==> config.mk <==
export PLATFORM = sky130hd
export DESIGN_NAME = iida_cell
export DESIGN_NICKNAME = d
export VERILOG_FILES = /design/src/design/iida_pkg.sv /design/src/design/iida_cell.sv
export SDC_FILE = /design/constraint.sdc
export NUM_CORES = 1
export LEC_CHECK = 0
export BUFFER_PORTS_ARGS = -buffer_cell sky130_fd_sc_hd__buf_2
export CORE_MARGIN = 2
export CORE_UTILIZATION = 38
export DETAILED_ROUTE_END_ITERATION = 10
export PLACE_DENSITY_LB_ADDON = 0.15
export SYNTH_ARGS = -nofsm -noshare
export SYNTH_HDL_FRONTEND = slang
export SYNTH_SLANG_ARGS = --single-unit
==> constraint.sdc <==
create_clock -name clock -period 2.4 [get_ports clock]
set_input_delay 0.48 -clock clock [delete_from_list [all_inputs] [get_ports clock]]
set_output_delay 0.48 -clock clock [all_outputs]
set_load 0.02 [all_outputs]
==> src/design/iida_pkg.sv <==
`timescale 1ns / 1ps
// shared types and codes for the indexed insert/delete array
package iida_pkg;

   localparam logic [2:0] ACT_APPEND = 3'd0;
   localparam logic [2:0] ACT_INSERT = 3'd1;
   localparam logic [2:0] ACT_READ   = 3'd2;
   localparam logic [2:0] ACT_DELETE = 3'd3;
   localparam logic [2:0] ACT_WRITE  = 3'd4;

   localparam logic [1:0] ST_DONE  = 2'd0;
   localparam logic [1:0] ST_INDEX = 2'd1;
   localparam logic [1:0] ST_FULL  = 2'd2;

   typedef enum logic [1:0] {
      CELL_HOLD,
      CELL_LOAD,
      CELL_UP,
      CELL_DOWN
   } cell_op_type;

   typedef struct packed {
      logic [2:0]         action;
      logic [5:0]         index;
      logic signed [31:0] value;
   } req_type;

   typedef struct packed {
      logic [1:0]         status;
      logic signed [31:0] read_value;
      logic [6:0]         entry_count;
   } rsp_type;

endpackage

==> src/design/iida_cell.sv <==
`timescale 1ns / 1ps
// one storage cell of the array: holds, loads, or takes a neighbor's entry
module iida_cell #(
   parameter int CNT_W      = 7,
   parameter int CELL_INDEX = 0
) (
   input  logic                  clock,
   input  iida_pkg::cell_op_type op,
   input  logic [CNT_W-1:0]      pos,
   input  logic [CNT_W-1:0]      limit,
   input  logic signed [31:0]    value,
   input  logic signed [31:0]    prev_data,
   input  logic signed [31:0]    next_data,
   output logic signed [31:0]    data
);
   import iida_pkg::*;

   localparam logic [CNT_W:0] MY_POS = (CNT_W+1)'(CELL_INDEX);

   logic signed [31:0] data_ff;
   logic signed [31:0] data_in;
   logic [CNT_W:0]     pos_x;
   logic [CNT_W:0]     limit_x;

   assign pos_x   = {1'b0, pos};
   assign limit_x = {1'b0, limit};

   always_comb begin
      data_in = data_ff;
      unique case (op)
         CELL_LOAD: begin
            if (MY_POS == pos_x) data_in = value;
         end
         CELL_UP: begin
            // new item lands at pos, cells above it up to the old end take from below
            if (MY_POS == pos_x) data_in = value;
            else if (MY_POS > pos_x && MY_POS <= limit_x) data_in = prev_data;
         end
         CELL_DOWN: begin
            if (MY_POS >= pos_x && (MY_POS + 1'b1) < limit_x) data_in = next_data;
         end
         default: data_in = data_ff;
      endcase
   end

   always_ff @(posedge clock) begin
      data_ff <= data_in;
   end

   assign data = data_ff;

endmodule

Word level (Yosys, flattened, before mapping)
Index checks and enable logic that the tools add are counted.
- input port bits: 113
- word-level logic and storage cells: 21
- bits in registers: 32
- output and inout bits: 32
- reduce and logical (&&, ||, !) cells: 5
- multiplexer cells: 5
- eq/ne operators: 6
- magnitude comparators: 4
- operators with widths (kind ; number):
    32-bit 2-to-1 mux ; 4
    32-bit one-hot mux with 3 select lines ; 1
    8-bit logical NOT ; 1
    1-bit by 7-bit greater-or-equal comparator with 1-bit output (first input constant) ; 1
    1-bit by 7-bit greater-than comparator with 1-bit output (first input constant) ; 1
    1-bit by 7-bit <= comparator with 1-bit output (first input constant) ; 1
    1-bit by 7-bit less-than comparator with 1-bit output (first input constant) ; 1
    2-bit == test (second input constant) ; 2
    2-bit != test (second input constant) ; 2
    4-bit AND reduction ; 1
    3-bit != test (second input constant) ; 1
    3-bit nonzero test ; 1
    2-bit by 1-bit == test with 1-bit output (second input constant) ; 1
    1-bit logical AND ; 2

Longest topological paths before layout
Gate-level depths: netlist (run 1).
- word-level depth: 5
- gate-level depth with buffers: 6
- mapped depth without buffers: 3

Least setup slack after synthesis (run 1)
No wires, ideal clock.
- path kind: input -> register
- start: input pos[0]
- end: register data_ff[0] (netlist: data[0]) (enable)
- slack: -4 ps
- setup time: 387 ps
- buffers on the path: 2
- cell stages on the path: 5
- data required time: 2013 ps
- data arrival time: 2017 ps
- cells stage by stage: nor3_1 > and2_1 > buf_4 > buf_6 > o211a_1
- longest elaborated chain between the ends: 4
- elaborated cells on any way between the ends: 9
- classes of those cells: 2 x order compare; 3 x eq/ne; 4 x reduce/logical
- ends and longest elaborated chain (element ; RTL line ; text):
    start, declared ; iida_cell.sv:9 ; input logic [CNT_W-1:0] pos,
    1-bit by 7-bit greater-than comparator with 1-bit output / 1-bit by 7-bit greater-or-equal comparator with 1-bit output (equally long branches) ; iida_cell.sv:37, iida_cell.sv:40 ;
    1-bit logical AND, on equally long branches ; iida_cell.sv:37, iida_cell.sv:40 ;
    3-bit != test (no line) / 2-bit != test (equally long branches) ; n/a ;
    4-bit AND reduction (no line) (*) ; n/a ;
    end signal, assigned ; iida_cell.sv:47 ; data_ff <= data_in;
    end, declared ; iida_cell.sv:20 ; logic signed [31:0] data_ff;
Every way passes the cells marked *; elsewhere a longest branch is shown, timed or not.
A chain may end at the register's enable or synchronous reset.

Worst setup path after layout (run 1)
- start: input op[1]
- end: register data_ff[9] (netlist: data[9]), data pin
- longest elaborated chain between the ends: 2
- elaborated cells on any way between the ends: 4
- classes of those cells: 3 x eq/ne; 1 x mux
- ends and longest elaborated chain (element ; RTL line ; text):
    start, declared ; iida_cell.sv:8 ; input iida_pkg::cell_op_type op,
    2-bit == test / 2-bit by 1-bit == test with 1-bit output (equally long branches) ; iida_cell.sv:30 ; unique case (op)
    32-bit one-hot mux with 3 select lines (*) ; iida_cell.sv:30 ;
    net data_in[9] ; iida_cell.sv:21 ; logic signed [31:0] data_in;
Mark *: on every way through the listed nets, which the timed path passes. The rest lies on a longest branch.

==> reports/results.tsv, run 1 <==
stage	metric	value	unit
logic_synthesis	async_reset_ff_share	0	%
drt	wl	6580	µm
setup_path	cp.arrival	1670	ps
drt	avgViaCountPerCell	5.51	
clock_network	cts_resized	0	
placed_design	post_dp_cell_area	0.00290	mm²
final_layout	largest_reg_flops	32	
logic_synthesis	synth_compound_area_share	21.2	%
logic_synthesis	synth_area	0.00212	mm²
min_path	min_to	data[13]	
logic_synthesis	synth_top_family_by_area	simple AND/OR/NAND/NOR gates	
logic_synthesis	seq_area_frac_synth	45.3	%
logic_synthesis	yosysTopAreaCell	edfxtp_1	
clock_network	clock-root-buffer	clkbuf_8	
final_layout	stdcell_area	0.00298	mm²
setup_path	critPathKind	in -> reg	
sta	fin_crit_sh	64.7	%
clock_network	ctsHoldBuffers	0	
power	vdd_ir_drop_max	0.190	mV
placed_design	post-dp-hpwl	4590	µm
power	p_per_area	430	mW/mm²
grt	grt_pass1_wl	10100	µm
sta	setup_viol	0	
logic_synthesis	synthAdderAreaFrac	0	%
logic_synthesis	synth_top_flop_cell	edfxtp_1	
logic_synthesis	ys_ff_latch	32	
grt	grt_max_degree	45	
logic_synthesis	avgSynthCellArea	9.31	µm²
logic_synthesis	yosysTopAreaCellShare	45.3	%
setup_path	start_kind	input pin	
clock_network	clk_pin_slew	60	ps
outcome	outcome	completed	
clock_network	h-tree-depth	2	
sta	final.setup.worst_slack	848	ps
placed_design	place.gp.congestion	0.820	
logic_synthesis	synth_xor_area_share	0	%
logic_synthesis	netlist_top_cells_area	edfxtp_1 (45%), o211ai_1 (11%), nand4_1 (9.7%)	
drt	drtAntennaViolNets	0	
final_layout	fin_cells	435	
setup_path	end_kind	flop	
setup_path	cp.required	2510	ps
final_layout	fin_util	54.7	%
drt	vias	2397	
grt	antenna_found_initial	0	
logic_synthesis	synthMuxAreaShare	0	%
final_layout	nNetsFinal	475	
setup_path	cp_max_fo	44	
job	maxCapViolCount	0	
floorplan	die_h	78.7	µm
grt	grt_overflow	0	
logic_synthesis	synthSimpleGateAreaFrac	27.1	%
sta	rsz0062_at_grt	no	
floorplan	rows	27	
logic_synthesis	synth_nets	341	
final_layout	antenna_cells	0	
logic_synthesis	syn_inst	228	
floorplan	die_width	78.7	µm
final_layout	syn_to_final_growth	40.2	%
sta	relSlewSlack	70.2	%
final_layout	nFillCells	514	
min_path	hold_path_depth	3	
clock_network	post-cts-setup-buffers	0	
drt	routedWlPerCell	15.1	µm
clock_network	cts_inserted_buffers	5	
power	power.leakage	1.15	nW
floorplan	die_area	0.00620	mm²
drt	firstDrtPassIters	4	
min_path	min_path_type	in -> reg	
placed_design	io_buffer_count	143	
logic_synthesis	synth-warning-count	0	
drt	drc	0	
sta	period_needed	1550	ps
sta	slew_viol_final	0	
sta	worstMarginPinSlew	447	ps
sta	tns	0	ps
logic_synthesis	synthTopCellsByCount	nand4_1 (33), nor2b_1 (33)	
floorplan	ios	145	
clock_network	cts_tree	done	
logic_synthesis	yosysUniqueCellTypes	15	
grt	grt_pass1_vias	2257	
sta	fmax	644	MHz
min_path	min_from	next_data[13]	
clock_network	clkSinkCount	32	
floorplan	core-area	0.00544	mm²
final_layout	drive_above_1_share	45.2	%
grt	grt_use_total	20.5	%
sta	hold_viol_final	0	
placed_design	dp_slack	549	ps
placed_design	dp.cells	427	
logic_synthesis	synth_edf_count	32	
drt	drt_iter0_drc	129	
clock_network	clk_path_buf_depth	2	
floorplan	start_util	39.0	%
## worst max-delay path by stage
| stage | end | depth (start not counted) | slack [ps] | from |
|---|---|---|---|---|
| after floorplan | data[0] | 5 | 180 | pos[0] |
| after global placement | data[17] | 5 | 550 | pos[3] |
| after detailed placement | data[9] | 5 | 550 | op[1] |
| after CTS | data[9] | 5 | 840 | op[1] |
| after global routing | data[24] | 5 | 720 | op[1] |
| final | data[9] | 5 | 850 | op[1] |
## kinds of logic (layout without fill, tap and decap cells)
logic type,after synthesis,in the layout
simple gates,103,103
flops,32,32
compound gates,65,65
buf+inv,28,163
## final cells by class
| cell class | count | area [µm²] | share of cell area, % |
|---|---|---|---|
| Clock buffer | 7 | 76.3 | 2.57 |
| Tap cell | 72 | 90.1 | 3.03 |
| Timing Repair Buffer | 155 | 806 | 27.1 |
| Sequential cell | 32 | 961 | 32.3 |
| Multi-Input combinational cell | 168 | 1040 | 34.9 |
| Clock inverter | 1 | 3.75 | 0.126 |
## stage by stage
| step | hold WS, ps | total power, mW |
|---|---|---|
| finish | 528 | 1.28 |
| global route | 533 | 1.34 |
| detailed placement | 814 | 0.898 |
| CTS | 520 | 1.29 |
| global placement | 813 | 0.895 |
| floorplan | 720 | 0.770 |
## placed cells by master (no fill, tap or decap)
cell type  instances
buf_4             12
nor4_4             1
o211a_2            1
edfxtp_1          32
and2_1             1
buf_2            143
nand4_1           33
clkinv_1           1
nor2b_1           32
nor3_1             2
o211ai_1          32
clkbuf_8           5
nor3_2             1
a31oi_1           32
nor2b_4            1
nand2_1           32
clkbuf_1           2
## per-layer routing
| metal | track usage [%] | part of all wire [%] |
|---|---|---|
| met5 | 0 | 0 |
| met3 | 5.80 | 8.8 |
| met4 | 7.89 | 1.8 |
| met2 | 35.4 | 48 |
| met1 | 24.2 | 41 |
## where the power goes
part           internal (mW)  switching (mW)  total, mW
registers              0.625        0.000616      0.625
clock network          0.202           0.191      0.393
logic                  0.130           0.131      0.261
## critical path: stages
cell,delay [ps]
buf_2,280
nor2b_4,210
buf_4,380
nand2_1,100
o211ai_1,190
Power figures use the tool's default switching activity.
==> run 2: changes to the inputs <==
- CORE_UTILIZATION: 38 -> 42
- clock period: 2.4 -> 1.5 ns (I/O delays scaled with it)
==> run 2 against run 1 <==
Against the previous run: hold slack got worse by 170 ps; worst setup slack worse by 680 ps; critical path depth is the same; flip-flop and latch count did not move; sequential share of layout area shrank 0.94 points; global-route usage up 3.1 points; wire length up 0.53%; cell count decreased by 0.92%; via count grew 0.33%; critical endpoint is now data[10]; largest cell class unchanged.
==> reports/results.tsv, run 2 (synthesis results as in run 1) <==
stage	metric	value	unit	change
final_layout	multi_input_area	0.00105	mm²	+1.3%
clock_network	cts_tree	done		
grt	grt_use_total	23.6	%	+3.1 points
drt	wl	6620	µm	+0.53%
sta	rsz0062_at_grt	no		
grt	grt_pass1_wl	10100	µm	+0.35%
final_layout	largest_reg_flops	32		unchanged
sta	final.setup.worst_slack	168	ps	-680 ps
clock_network	ctsHoldBuffers	0		unchanged
drt	routedWlPerCell	15.4	µm	+1.5%
drt	avgViaCountPerCell	5.58		+1.3%
setup_path	cp.required	1490	ps	-1020 ps
placed_design	io_buffer_count	143		unchanged
setup_path	cp.arrival	1320	ps	-350 ps
placed_design	dp.cells	426		-0.23%
setup_path	start_kind	input pin		
job	maxCapViolCount	0		unchanged
final_layout	nFillCells	421		-18%
floorplan	die_h	75.1	µm	-4.6%
final_layout	antenna_cells	0		unchanged
clock_network	h-tree-depth	2		unchanged
floorplan	ios	145		unchanged
sta	slew_viol_final	0		unchanged
setup_path	critPathKind	in -> reg		
grt	grt_max_degree	37		-18%
grt	grt_overflow	0		unchanged
clock_network	clk_pin_slew	60	ps	about the same
setup_path	cp_max_fo	11		-75%
final_layout	syn_to_final_growth	44.4	%	
final_layout	seq_area	961	µm²	unchanged
grt	use_met1	28.9	%	+4.7 points
sta	relSlewSlack	75.6	%	+5.4 points
clock_network	clock-root-buffer	clkbuf_8		
grt	grt_pass1_vias	2315		+2.6%
floorplan	die_width	75.1	µm	-4.6%
grt	antenna_found_initial	0		unchanged
power	p_total	2.01	mW	+57%
floorplan	rows	25		-7.4%
power	p_per_area	656	mW/mm²	+53%
clock_network	clkSinkCount	32		unchanged
clock_network	post-cts-setup-buffers	0		unchanged
floorplan	start_util	44.3	%	+5.3 points
sta	hold_viol_final	0		unchanged
setup_path	cp_cell_sequence	buf_2 -> nor4_4 -> and2_1 -> o211a_4 -> buf_12		
min_path	min_path_type	in -> reg		
drt	drt_iter0_drc	170		+32%
drt	drtAntennaViolNets	0		unchanged
setup_path	end_kind	flop		
sta	fmax	751	MHz	
power	power.leakage	1.19	nW	+3.1%
sta	tns	0	ps	unchanged
clock_network	cts_resized	0		unchanged
placed_design	place.gp.congestion	0.858		+4.6%
power	vdd_ir_drop_max	0.463	mV	+140%
sta	fin_crit_sh	88.8	%	
grt	use_met2	39.4	%	+4.0 points
setup_path	path_delay_family	simple AND/OR/NAND/NOR gates		
sta	worstMarginPinSlew	366	ps	-80.5 ps
final_layout	fin_util	64.0	%	+9.3 points
setup_path	max_stage_delay	290	ps	-90 ps
final_layout	fin_cells	431		-0.92%
setup_path	slowest_stage	nor4_4		
placed_design	post-dp-hpwl	4850	µm	+5.5%
final_layout	nNetsFinal	479		+0.84%
clock_network	clk_path_buf_depth	2		unchanged
final_layout	final_cell_mix	buf_2 (143), nand4_1 (33)		
setup_path	cp.buffers_inverters	2		unchanged
grt	grt-busiest-layer	met2		
placed_design	dp_slack	-132	ps	-680 ps
final_layout	layout_commonest_cell	buf_2		
clock_network	cts_inserted_buffers	5		unchanged
min_path	min_from	next_data[22]		
floorplan	core-area	0.00479	mm²	-12%
outcome	outcome	completed		
drt	firstDrtPassIters	4		unchanged
sta	period_needed	1330	ps	
sta	setup_viol	0		unchanged
drt	vias	2405		+0.33%
floorplan	die_area	0.00564	mm²	-9.1%
drt	drc	0		unchanged
final_layout	drive_above_1_share	46.2	%	+0.97 points
setup_path	crit_start	pos[6]		
grt	met3_usage	7.10	%	+1.3 points
-- run 2: cell types whose count changed in the layout (fill, tap and decap cells not counted), sizes merged --
cell    change
buf         +4
clkbuf      -2
clkinv      -1
-- run 2: cell type report --
cell class	count	share of cell area (%)
Multi-Input combinational cell	168	34.3
Sequential cell	32	31.4
Timing Repair Buffer	159	29.3
Tap cell	67	2.74
Clock buffer	5	2.25
-- run 2: where the power goes --
group | internal, mW | switching [mW] | leakage [nW] | total (mW)
sequential | 1.00 | 0.00112 | 0.276 | 1.00
combinational | 0.220 | 0.214 | 0.874 | 0.434
clock | 0.298 | 0.276 | 0.0359 | 0.574
-- run 2: through the flow --
stage,instance area (µm²),hold slack (ps)
global placement,3000,628
floorplan,2140,540
detailed placement,3000,635
global route,3060,350
finish,3060,355
CTS,3060,346
-- run 2: path summary, 6_finish.rpt --
| kind | to | cells past startpoint |
|---|---|---|
| worst max-delay path | data[10] | 5 |
| worst min-delay path | data[22] | 3 |
-- run 2: routing by layer --
metal | vias up | routed length [µm]
met5 | - | 0
met4 | 0 | 125
met3 | 12 | 613
met2 | 132 | 3280
met1 | 1092 | 2600
li1 | 1169 | -
